$ cat src/sv/scio_pkg.sv
// shared types, constants and text tables of the serial command and i/o controller
// no dependencies
`timescale 1ns / 1ps

package scio_pkg;

	// receive store
	localparam int RX_DEPTH = 16;
	localparam int RX_AW    = $clog2(RX_DEPTH);
	localparam int RX_CW    = $clog2(RX_DEPTH + 1);

	// averaging ring
	localparam int AVG_DEPTH = 8;
	localparam int AVG_AW    = (AVG_DEPTH > 1) ? $clog2(AVG_DEPTH) : 1;
	localparam int AVG_SHIFT = 3;
	localparam int ADC_W     = 10;
	localparam int TOTAL_W   = ADC_W + $clog2(AVG_DEPTH);

	// response text lengths
	localparam int VER_LEN = 37;
	localparam int REP_LEN = 16;
	localparam int RESP_IW = $clog2(VER_LEN + 1);

	// request types
	localparam logic [1:0] REQ_BYTE   = 2'd0;
	localparam logic [1:0] REQ_PARSE  = 2'd1;
	localparam logic [1:0] REQ_SAMPLE = 2'd2;

	// characters
	localparam logic [7:0] CH_LF        = 8'h0a;
	localparam logic [7:0] CH_CR        = 8'h0d;
	localparam logic [7:0] CH_LBR       = 8'h5b;
	localparam logic [7:0] CH_RBR       = 8'h5d;
	localparam logic [7:0] CH_ZERO      = 8'h30;
	localparam logic [7:0] CH_ONE       = 8'h31;
	localparam logic [7:0] CH_SEVEN     = 8'h37;
	localparam logic [7:0] CH_HEX_ALPHA = 8'h37;
	localparam logic [7:0] CH_Q         = 8'h51;
	localparam logic [7:0] CH_B         = 8'h42;
	localparam logic [7:0] CH_R         = 8'h52;
	localparam logic [7:0] CH_T         = 8'h54;
	localparam logic [7:0] CH_H         = 8'h48;
	localparam logic [7:0] CH_L         = 8'h4c;
	localparam logic [7:0] CH_D         = 8'h44;
	localparam logic [7:0] CH_LC_C      = 8'h63;
	localparam logic [7:0] CH_ALL_ON    = 8'hff;
	localparam logic [7:0] CH_ALL_OFF   = 8'h00;

	typedef struct packed {
		logic [1:0]       req_type;
		logic [7:0]       rx_byte;
		logic             adc_channel;
		logic [ADC_W-1:0] adc_value;
		logic [7:0]       port_pins;
	} scio_in_t;

	typedef struct packed {
		logic       tx_valid;
		logic [7:0] tx_byte;
		logic       last;
		logic [7:0] discrete_outputs;
		logic       boot_request;
	} scio_out_t;

	typedef enum logic [1:0] {
		RESP_NONE = 2'b00,
		RESP_VER  = 2'b01,
		RESP_REP  = 2'b10
	} resp_kind_t;

	// receive store status toward the sequencer
	typedef struct packed {
		logic [RX_CW-1:0] count;
		logic [7:0]       hdr0;
		logic [7:0]       hdr1;
		logic [7:0]       hdr2;
	} rx_status_t;

	// sequencer to transmit stage
	typedef struct packed {
		logic       push;
		logic [7:0] ch;
		logic       finish;
	} tx_ctl_t;

	// transmit stage back to sequencer
	typedef struct packed {
		logic push_ok;
		logic finish_ok;
	} tx_status_t;

	function automatic logic [7:0] hex_char(input logic [3:0] d);
		logic [7:0] dx;
		dx = {4'h0, d};
		hex_char = (d < 4'd10) ? (CH_ZERO + dx) : (CH_HEX_ALPHA + dx);
	endfunction

	// version banner with trailing lf cr
	function automatic logic [7:0] version_char(input logic [RESP_IW-1:0] k);
		logic [7:0] c;
		case (k)
			6'd0:    c = 8'h5b;
			6'd1:    c = 8'h57;
			6'd2:    c = 8'h68;
			6'd3:    c = 8'h65;
			6'd4:    c = 8'h65;
			6'd5:    c = 8'h6c;
			6'd6:    c = 8'h20;
			6'd7:    c = 8'h53;
			6'd8:    c = 8'h65;
			6'd9:    c = 8'h6e;
			6'd10:   c = 8'h73;
			6'd11:   c = 8'h6f;
			6'd12:   c = 8'h72;
			6'd13:   c = 8'h20;
			6'd14:   c = 8'h76;
			6'd15:   c = 8'h33;
			6'd16:   c = 8'h2e;
			6'd17:   c = 8'h30;
			6'd18:   c = 8'h2e;
			6'd19:   c = 8'h30;
			6'd20:   c = 8'h20;
			6'd21:   c = 8'h31;
			6'd22:   c = 8'h30;
			6'd23:   c = 8'h37;
			6'd24:   c = 8'h49;
			6'd25:   c = 8'h20;
			6'd26:   c = 8'h32;
			6'd27:   c = 8'h30;
			6'd28:   c = 8'h31;
			6'd29:   c = 8'h35;
			6'd30:   c = 8'h30;
			6'd31:   c = 8'h39;
			6'd32:   c = 8'h30;
			6'd33:   c = 8'h33;
			6'd34:   c = 8'h5d;
			6'd35:   c = CH_LF;
			6'd36:   c = CH_CR;
			default: c = 8'h00;
		endcase
		version_char = c;
	endfunction

endpackage

$ cat src/sv/serial_command_io_controller.sv
// top level: request intake, parse sequencer and command decode
// depends on scio_pkg, scio_rx_buf, scio_ring, scio_tx_stage
`timescale 1ns / 1ps
//
//  channel   handshake                   payload      moves
//  item      item_valid / item_stall     item         one request in
//  result    result_valid / result_stall result       one character out
//
//  byte, channel 1 sample and unused requests leave intake free; a channel 0 sample
//  holds intake while the ring memory does its read-modify-write
//  a parse does a store read for each stored byte and a push for each echoed one,
//  then a push for each response character and a final flush; result stalls can hold
//  any push or the flush
//  reset clears the sequencer, counts, output levels and ring valid bits at once
//  no request is taken while a parse or a ring update is in progress

module serial_command_io_controller import scio_pkg::*; (
	input  logic      clk,
	input  logic      arst_n,
	input  logic      item_valid,
	output logic      item_stall,
	input  scio_in_t  item,
	output logic      result_valid,
	input  logic      result_stall,
	output scio_out_t result
);

	typedef enum logic [4:0] {
		ST_IDLE    = 5'b00001,
		ST_ECHO_RD = 5'b00010,
		ST_ECHO_WR = 5'b00100,
		ST_RESP    = 5'b01000,
		ST_FLUSH   = 5'b10000
	} state_t;

	state_t             state_q;
	logic [RX_CW-1:0]   idx_q;
	logic [RX_CW-1:0]   echo_len_q;
	logic [RESP_IW-1:0] k_q;
	resp_kind_t         kind_q;
	logic               boot_q;
	logic [7:0]         levels_q;
	logic [7:0]         pins_q;

	// intake
	logic accept;
	logic byte_go, parse_go, sample_go;
	logic ring_busy;

	// store and ring
	rx_status_t         rx_st;
	logic [7:0]         rd_data;
	logic               rd_en;
	logic [TOTAL_W-1:0] ring_total;
	logic [ADC_W-1:0]   latest;

	// transmit
	tx_ctl_t    tx_ctl;
	tx_status_t tx_st;

	// decode
	logic         cmd_ok, has_arg, arg_bit_ok;
	logic [7:0]   cmd, arg, bit_mask;
	resp_kind_t   kind_d;
	logic         boot_d;
	logic [7:0]   levels_d;

	// response text
	logic [RESP_IW-1:0] resp_len;
	logic [7:0]         resp_ch;
	logic [7:0]         pins_rev;
	logic [TOTAL_W-1:0] avg_full;
	logic [15:0]        avg16;
	logic [15:0]        latest16;
	logic               echo_skip;

	// no intake while parsing or while the ring writes back
	assign item_stall = (state_q != ST_IDLE) || ring_busy;
	assign accept     = item_valid && !item_stall;
	assign byte_go    = accept && (item.req_type == REQ_BYTE);
	assign parse_go   = accept && (item.req_type == REQ_PARSE);
	assign sample_go  = accept && (item.req_type == REQ_SAMPLE);

	scio_rx_buf u_rx_buf (
		.clk     (clk),
		.arst_n  (arst_n),
		.wr_go   (byte_go),
		.wr_byte (item.rx_byte),
		.clr     (parse_go),
		.rd_en   (rd_en),
		.rd_addr (idx_q[RX_AW-1:0]),
		.rd_data (rd_data),
		.status  (rx_st)
	);

	scio_ring u_ring (
		.clk         (clk),
		.arst_n      (arst_n),
		.sample_go   (sample_go),
		.adc_channel (item.adc_channel),
		.adc_value   (item.adc_value),
		.busy        (ring_busy),
		.total       (ring_total),
		.latest      (latest)
	);

	// command decode from the header bytes of the current message
	always_comb begin
		cmd        = rx_st.hdr1;
		arg        = rx_st.hdr2;
		cmd_ok     = (rx_st.count >= RX_CW'(2)) && (rx_st.hdr0 == CH_LBR);
		has_arg    = rx_st.count >= RX_CW'(3);
		arg_bit_ok = has_arg && (arg >= CH_ZERO) && (arg <= CH_SEVEN);
		// '0'..'7' carry the bit number in their low three bits
		bit_mask   = 8'h01 << arg[2:0];
		kind_d     = RESP_NONE;
		boot_d     = 1'b0;
		levels_d   = levels_q;
		if (cmd_ok) begin
			case (cmd)
				CH_Q: kind_d = RESP_VER;
				CH_B: boot_d = 1'b1;
				CH_R: kind_d = RESP_REP;
				CH_T: begin
					if (has_arg && arg == CH_ZERO) begin
						levels_d = CH_ALL_ON;
					end else if (has_arg && arg == CH_ONE) begin
						levels_d = CH_ALL_OFF;
					end
				end
				CH_H: begin
					if (arg_bit_ok) begin
						levels_d = levels_q | bit_mask;
					end
				end
				CH_L: begin
					if (arg_bit_ok) begin
						levels_d = levels_q & ~bit_mask;
					end
				end
				default: kind_d = RESP_NONE;
			endcase
		end
	end

	// report fields
	always_comb begin
		for (int i = 0; i < 8; i++) begin
			pins_rev[i] = pins_q[7 - i];
		end
		avg_full = ring_total >> AVG_SHIFT;
		avg16    = 16'(avg_full);
		latest16 = 16'(latest);
	end

	always_comb begin
		case (kind_q)
			RESP_VER: resp_len = RESP_IW'(VER_LEN);
			RESP_REP: resp_len = RESP_IW'(REP_LEN);
			default:  resp_len = '0;
		endcase
	end

	always_comb begin
		resp_ch = 8'h00;
		case (kind_q)
			RESP_VER: resp_ch = version_char(k_q);
			RESP_REP: begin
				case (k_q[3:0])
					4'd0:    resp_ch = CH_LBR;
					4'd1:    resp_ch = CH_D;
					4'd2:    resp_ch = hex_char(pins_rev[7:4]);
					4'd3:    resp_ch = hex_char(pins_rev[3:0]);
					4'd4:    resp_ch = hex_char(avg16[15:12]);
					4'd5:    resp_ch = hex_char(avg16[11:8]);
					4'd6:    resp_ch = hex_char(avg16[7:4]);
					4'd7:    resp_ch = hex_char(avg16[3:0]);
					4'd8:    resp_ch = hex_char(latest16[15:12]);
					4'd9:    resp_ch = hex_char(latest16[11:8]);
					4'd10:   resp_ch = hex_char(latest16[7:4]);
					4'd11:   resp_ch = hex_char(latest16[3:0]);
					4'd12:   resp_ch = CH_LC_C;
					4'd13:   resp_ch = CH_RBR;
					4'd14:   resp_ch = CH_LF;
					4'd15:   resp_ch = CH_CR;
					default: resp_ch = 8'h00;
				endcase
			end
			default: resp_ch = 8'h00;
		endcase
	end

	// echo drops cr and lf
	assign echo_skip = (rd_data == CH_CR) || (rd_data == CH_LF);
	assign rd_en     = (state_q == ST_ECHO_RD) && (idx_q != echo_len_q);

	always_comb begin
		tx_ctl.push   = 1'b0;
		tx_ctl.ch     = rd_data;
		tx_ctl.finish = 1'b0;
		case (state_q)
			ST_ECHO_WR: tx_ctl.push = !echo_skip;
			ST_RESP: begin
				tx_ctl.push = (k_q != resp_len);
				tx_ctl.ch   = resp_ch;
			end
			ST_FLUSH: tx_ctl.finish = 1'b1;
			default:  tx_ctl.push = 1'b0;
		endcase
	end

	// parse sequencer
	always_ff @(posedge clk or negedge arst_n) begin
		if (!arst_n) begin
			state_q    <= ST_IDLE;
			idx_q      <= '0;
			echo_len_q <= '0;
			k_q        <= '0;
			kind_q     <= RESP_NONE;
			boot_q     <= 1'b0;
			levels_q   <= '0;
		end else begin
			case (state_q)
				ST_IDLE: begin
					if (parse_go) begin
						// command acts at once; every result of the parse shows its effect
						echo_len_q <= rx_st.count;
						idx_q      <= '0;
						kind_q     <= kind_d;
						boot_q     <= boot_d;
						levels_q   <= levels_d;
						state_q    <= ST_ECHO_RD;
					end
				end
				ST_ECHO_RD: begin
					if (idx_q == echo_len_q) begin
						k_q     <= '0;
						state_q <= ST_RESP;
					end else begin
						state_q <= ST_ECHO_WR;
					end
				end
				ST_ECHO_WR: begin
					if (echo_skip || tx_st.push_ok) begin
						idx_q   <= idx_q + 1'b1;
						state_q <= ST_ECHO_RD;
					end
				end
				ST_RESP: begin
					if (k_q == resp_len) begin
						state_q <= ST_FLUSH;
					end else if (tx_st.push_ok) begin
						k_q <= k_q + 1'b1;
					end
				end
				ST_FLUSH: begin
					if (tx_st.finish_ok) begin
						state_q <= ST_IDLE;
					end
				end
				default: state_q <= ST_IDLE;
			endcase
		end
	end

	// port pins are sampled with the parse request
	always_ff @(posedge clk) begin
		if (parse_go) begin
			pins_q <= item.port_pins;
		end
	end

	scio_tx_stage u_tx_stage (
		.clk          (clk),
		.arst_n       (arst_n),
		.ctl          (tx_ctl),
		.levels       (levels_q),
		.boot         (boot_q),
		.status       (tx_st),
		.result_valid (result_valid),
		.result_stall (result_stall),
		.result       (result)
	);

endmodule

$ cat src/sv/scio_rx_buf.sv
// receive store: byte memory with registered read port, fill count and first three bytes
// depends on scio_pkg
`timescale 1ns / 1ps

module scio_rx_buf import scio_pkg::*; (
	input  logic             clk,
	input  logic             arst_n,
	input  logic             wr_go,
	input  logic [7:0]       wr_byte,
	input  logic             clr,
	input  logic             rd_en,
	input  logic [RX_AW-1:0] rd_addr,
	output logic [7:0]       rd_data,
	output rx_status_t       status
);

	logic [7:0]       store_mem [RX_DEPTH];
	logic [7:0]       rd_data_q;
	logic [RX_CW-1:0] count_q;
	logic [7:0]       hdr0_q, hdr1_q, hdr2_q;
	logic             wr_en;

	assign wr_en = wr_go && (count_q < RX_CW'(RX_DEPTH));

	always_ff @(posedge clk or negedge arst_n) begin
		if (!arst_n) begin
			count_q <= '0;
		end else if (clr) begin
			count_q <= '0;
		end else if (wr_en) begin
			count_q <= count_q + 1'b1;
		end
	end

	always_ff @(posedge clk) begin
		if (wr_en) begin
			store_mem[count_q[RX_AW-1:0]] <= wr_byte;
		end
		if (rd_en) begin
			rd_data_q <= store_mem[rd_addr];
		end
	end

	// command header copies, only trusted below the fill count
	always_ff @(posedge clk) begin
		if (wr_en && count_q == RX_CW'(0)) begin
			hdr0_q <= wr_byte;
		end
		if (wr_en && count_q == RX_CW'(1)) begin
			hdr1_q <= wr_byte;
		end
		if (wr_en && count_q == RX_CW'(2)) begin
			hdr2_q <= wr_byte;
		end
	end

	assign rd_data       = rd_data_q;
	assign status.count  = count_q;
	assign status.hdr0   = hdr0_q;
	assign status.hdr1   = hdr1_q;
	assign status.hdr2   = hdr2_q;

endmodule

$ cat src/sv/scio_ring.sv
// analog sample state: averaging ring memory with read-modify-write of the running sum
// depends on scio_pkg
`timescale 1ns / 1ps

module scio_ring import scio_pkg::*; (
	input  logic               clk,
	input  logic               arst_n,
	input  logic               sample_go,
	input  logic               adc_channel,
	input  logic [ADC_W-1:0]   adc_value,
	output logic               busy,
	output logic [TOTAL_W-1:0] total,
	output logic [ADC_W-1:0]   latest
);

	logic [ADC_W-1:0]   ring_mem [AVG_DEPTH];
	logic [AVG_DEPTH-1:0] vld_q;
	logic [ADC_W-1:0]   rd_q;
	logic [AVG_AW-1:0]  slot_q;
	logic [TOTAL_W-1:0] total_q;
	logic [ADC_W-1:0]   latest_q;
	logic               go_s1;
	logic [ADC_W-1:0]   val_s1;
	logic               avg_go;
	logic [ADC_W-1:0]   old_val;

	assign avg_go  = sample_go && !adc_channel;
	// never-written slots count as zero
	assign old_val = vld_q[slot_q] ? rd_q : '0;

	always_ff @(posedge clk or negedge arst_n) begin
		if (!arst_n) begin
			go_s1    <= 1'b0;
			vld_q    <= '0;
			slot_q   <= '0;
			total_q  <= '0;
			latest_q <= '0;
		end else begin
			go_s1 <= avg_go;
			if (sample_go && adc_channel) begin
				latest_q <= adc_value;
			end
			if (go_s1) begin
				total_q        <= total_q - TOTAL_W'(old_val) + TOTAL_W'(val_s1);
				vld_q[slot_q]  <= 1'b1;
				slot_q         <= (slot_q == AVG_AW'(AVG_DEPTH - 1)) ? '0 : slot_q + 1'b1;
			end
		end
	end

	always_ff @(posedge clk) begin
		if (avg_go) begin
			rd_q   <= ring_mem[slot_q];
			val_s1 <= adc_value;
		end
		if (go_s1) begin
			ring_mem[slot_q] <= val_s1;
		end
	end

	assign busy   = go_s1;
	assign total  = total_q;
	assign latest = latest_q;

endmodule

$ cat src/sv/scio_tx_stage.sv
// transmit stage: one-character hold register ahead of the result register, so the
// final character can be flagged last; depends on scio_pkg
`timescale 1ns / 1ps

module scio_tx_stage import scio_pkg::*; (
	input  logic       clk,
	input  logic       arst_n,
	input  tx_ctl_t    ctl,
	input  logic [7:0] levels,
	input  logic       boot,
	output tx_status_t status,
	output logic       result_valid,
	input  logic       result_stall,
	output scio_out_t  result
);

	logic       pend_v_q;
	logic [7:0] pend_q;
	logic       out_v_q;
	scio_out_t  out_q;
	logic       out_free;
	logic       do_push;
	logic       do_fin;
	logic       load;

	assign out_free = !out_v_q || !result_stall;
	assign status.push_ok   = !pend_v_q || out_free;
	assign status.finish_ok = out_free;

	assign do_push = ctl.push && status.push_ok;
	assign do_fin  = ctl.finish && out_free;
	assign load    = (do_push && pend_v_q) || do_fin;

	always_ff @(posedge clk or negedge arst_n) begin
		if (!arst_n) begin
			pend_v_q <= 1'b0;
			out_v_q  <= 1'b0;
		end else begin
			if (do_push) begin
				pend_v_q <= 1'b1;
			end else if (do_fin) begin
				pend_v_q <= 1'b0;
			end
			if (load) begin
				out_v_q <= 1'b1;
			end else if (!result_stall) begin
				out_v_q <= 1'b0;
			end
		end
	end

	always_ff @(posedge clk) begin
		if (do_push) begin
			pend_q <= ctl.ch;
		end
		if (load) begin
			// finishing with nothing held gives the empty result
			out_q.tx_valid         <= do_fin ? pend_v_q : 1'b1;
			out_q.tx_byte          <= (do_fin && !pend_v_q) ? 8'h00 : pend_q;
			out_q.last             <= do_fin;
			out_q.discrete_outputs <= levels;
			out_q.boot_request     <= boot;
		end
	end

	assign result_valid = out_v_q;
	assign result       = out_q;

endmodule

$ cat config.mk
export PLATFORM = sky130hd
export DESIGN_NAME = serial_command_io_controller
export DESIGN_NICKNAME = d
export VERILOG_FILES = /design/src/sv/scio_pkg.sv /design/src/sv/serial_command_io_controller.sv /design/src/sv/scio_rx_buf.sv /design/src/sv/scio_ring.sv /design/src/sv/scio_tx_stage.sv
export SDC_FILE = /design/constraint.sdc
export NUM_CORES = 1
export LEC_CHECK = 0
export BUFFER_PORTS_ARGS = -buffer_cell sky130_fd_sc_hd__buf_2
export CELL_PAD_IN_SITES_DETAIL_PLACEMENT = 0
export CELL_PAD_IN_SITES_GLOBAL_PLACEMENT = 1
export CORE_UTILIZATION = 58
export CTS_BUF_LIST = sky130_fd_sc_hd__clkbuf_4
export CTS_CLUSTER_SIZE = 20
export DETAILED_ROUTE_END_ITERATION = 7
export PLACE_DENSITY_LB_ADDON = 0.1
export SYNTH_ARGS = -nofsm -noshare
export SYNTH_HDL_FRONTEND = slang
export SYNTH_SLANG_ARGS = --single-unit
$ cat constraint.sdc
create_clock -name clk -period 11.7 [get_ports clk]
set_input_delay 2.34 -clock clk [delete_from_list [all_inputs] [get_ports clk]]
set_output_delay 2.34 -clock clk [all_outputs]
set_load 0.1 [all_outputs]
==> impl_results.md <==
* RSZ-0062 raised after global routing: no
* CTS Buffer Depth at 3
* Final hold viol count at 0
* Latest clock arrival within the worst-skew pair at about 0.72 ns
* Commonest non-fill, non-tap cell in the layout: edfxtp_1
* Place WS at roughly 7.1 ns
* Vias in the first global route at roughly 10000
* Total die area at ~0.030 mm2
* Largest net degree at the start of global routing at 75
* Worst Tran Pin Value at between 1 and 1.5 ns
* Share of the synthesized area in the top cell type at between 50% and 60%
* Psw at 1.37 mW
* Setup crit start kind: register
* Internal power at roughly 2.6 mW
* CP peak stage delay at around 0.57 ns
* Crit-path max FO at 6
* Root Driver: clkbuf_4
* Top cells by area, synth: edfxtp_1 (52%), dfrtp_1 (11%), mux4_2 (5.6%)
* Final instance area at approximately 0.019 mm2
* Area taken by multi-input logic gates at 0.00564 mm2
* Global route overflow at 0
* Status: finished, violations left
* Simple-gate share of the synthesized area at 9.62%
* Post-synthesis cell count at 1236
* Post-detail-place hpwl at approximately 25 mm
* GPL Wtd Cong at ~0.89
* 1st-iter DRT viols at 811
* Worst slew margin at 21.4%
* I/O Pins at 54
* Detail Route Antenna Nets at 0
* First-pass GRT wire length at 57.8 mm
* Setup violators final at 0
* Layout cells sized above 1 at between 20% and 30%
* Largest family of logic cells by synthesized area: simple AND/OR/NAND/NOR gates
* DR pass1 iterations at 7
* CP Capture Type: output port
* Slew Viols, Final at 0
* Max-cap viol count at 0
* Clock power frac at 27.0%
* Cell variety after synth at 76
* Async set-reset flop share out of synthesis at approximately 20%
* Maximum VDD drop at 0.000109 V
* Die height at 173 um
* Detailed Route WL at about 37 mm
* Failing checks: design-rule violations
* Leak Pwr at between 6 and 7 nW
* CP required at approximately 9.4 ns
* Nets at 1409
* Max H-tree Level at 3
* Via count of the routed design at around 11000
* Core area at between 0.02 and 0.03 mm2
* Slowest cell on crit path: dfstp_2
* Max Clock Freq at about 220 MHz
* Top_reg_cell synth: edfxtp_1
* Mean Syn Cell Area at approximately 14 um2
* Clock Skew at around 0.034 ns
* Number of hold buffers added after CTS at 0
* GRT Overall Usage at 25.4%
* Post-synth EDFFs at between 200 and 300
* HP Class: reg2reg
* Postcts setup bufs at 0
* Fin crit share at 39.7%
* Crit-path cells: or4b_4 > nor3_4 > inv_2 > buf_2
* Clk sinks at ~370
* Crit Path Class: reg2out
* WL/cell at just over 20 um
* Cell taking the most area after synthesis: edfxtp_1
* Placement-stage cell area at ~0.017 mm2
* Setup_tns at 0 ns
* Syn_nets at roughly 1300
* Total CTS buffers at 92
* Post-cts sizing count at 0
* Rows at 62
* Final Power at 4.00 mW
* Post-synthesis cell area at 0.0169 mm2
* PwrDens at between 200 and 250 mW/mm2
* Yosys reg bits at 369
* DR DRC count at 1
* Synthesis warning total at 0
* Setup ws final at between 7 and 8 ns
* Synth Area in XOR/XNOR at under 10%
* Synth Area in Compound Gates at around a tenth
* FILL cells at 2227
* Vias per cell at 5.88
* Arrival @ worst endpoint at 2.30 ns
* Part of the power in registers at around two fifths
* Clock slew at reported path FFs at ~0.060 ns
* Port Buffers at 53
* CTS tree: yes
* Multiplexer share of the synthesized area at 8.82%
* Period minus WS final at 4.64 ns
* Synth-to-Final Area Change at 10.6%
* Starting density of the core at 58.8%
* Seq. cell area at 0.0107 mm2
* Die Wd at 173 um
* Most frequent cells in the layout: edfxtp_1 (295), clkbuf_4 (143), nor2_1 (73)
* Sequential share of the synthesized area at 63.5%
* Synth Area in Adders at under 10%
* Initial antenna violation count at 2
* Net Sw Frac at roughly 34%
* Logic pwr share at between 30% and 40%
-- per-layer routing --
metal / vias up / GRT usage [%] / routed length [um]
li1: 4933 / - / -
met5: - / 0 / 0
met3: 83 / 4.86 / 1850
met4: 0 / 9.67 / 1100
met1: 5197 / 35.0 / 16200
met2: 316 / 40.3 / 17500
-- Yosys cell counts (25+ instances only) --
master / number
a21oi_1: 48
clkbuf_1: 51
dfrtp_1: 73
edfxtp_1: 295
ha_1: 36
inv_1: 70
mux2_2: 26
mux2i_1: 25
mux4_2: 42
nand2_1: 68
nand3_1: 29
nor2_1: 74
nor2b_1: 36
o21ai_0: 69
-- cell type report --
class                      instances  share of cell area (%)
timing repair buffer              64                    1.88
antenna                            2                  0.0268
tap                              384                    2.57
inverter                          72                    1.47
clock buffer                     143                    5.75
clock inverter                    26                   0.710
multi-input combinational        731                    30.2
sequential                       369                    57.4
-- metrics by stage --
stage               hold slack, ns  utilization (%)  instances
finish                       0.456             65.0       1791
global route                 0.471             65.0       1791
CTS                          0.459             65.0       1789
detailed placement           0.439             60.8       1620
global placement             0.438             60.8       1620
floorplan                    0.419                -       1236
-- path summary, 6_finish.rpt --
path	startpoint	to	slack [ns]	cells past startpoint
worst max register to register	u_ring.slot_q[1]	u_ring.total[12]	7.66	12
worst min-delay path	levels_q[5]	u_tx_stage.result[6]	0.46	0
worst min register to register	levels_q[5]	u_tx_stage.result[6]	0.46	0
max in group asynchronous	arst_n	idx_q[0]	9.17	1
worst max-delay path	state_q[0]	item_stall	7.06	4
min in group asynchronous	arst_n	u_ring.vld_q[3]	1.77	1
-- power by group through the flow --
stage               Sequential, mW  Combinational, mW  Clock [mW]
floorplan                     1.61               1.01           0
global placement              1.64               1.27           0
detailed placement            1.65               1.29           0
CTS                           1.62               1.30        1.11
global route                  1.63               1.46        1.17
finish                        1.62               1.30        1.08
-- sequential cells by signal, indices dropped and copies added, names as in the netlist, 10 cells and up --
register / cells
u_rx_buf.store_mem: 128
u_ring.ring_mem: 80
u_tx_stage.result: 19
u_ring.total: 13
u_ring.latest: 10
u_ring.rd_q: 10
u_ring.val_s1: 10
-- cells by family (layout without fill, tap and decap cells) --
family	count (synthesis)	count (layout)
AND/OR/NAND/NOR	312	312
other	0	2
buffers and inverters	136	305
adder cells (fa/ha/maj)	46	46
multiplexers	93	93
AO/OA/AOI/OAI	250	250
flip-flops	369	369
XOR/XNOR	30	30
-- critical path: cells and delay by family (launching register included) --
family	cells	cell delay [ns]
simple gates	2	0.68
flops	1	0.57
buf+inv	2	0.34
No activity file was read; power rests on OpenSTA's default activity.
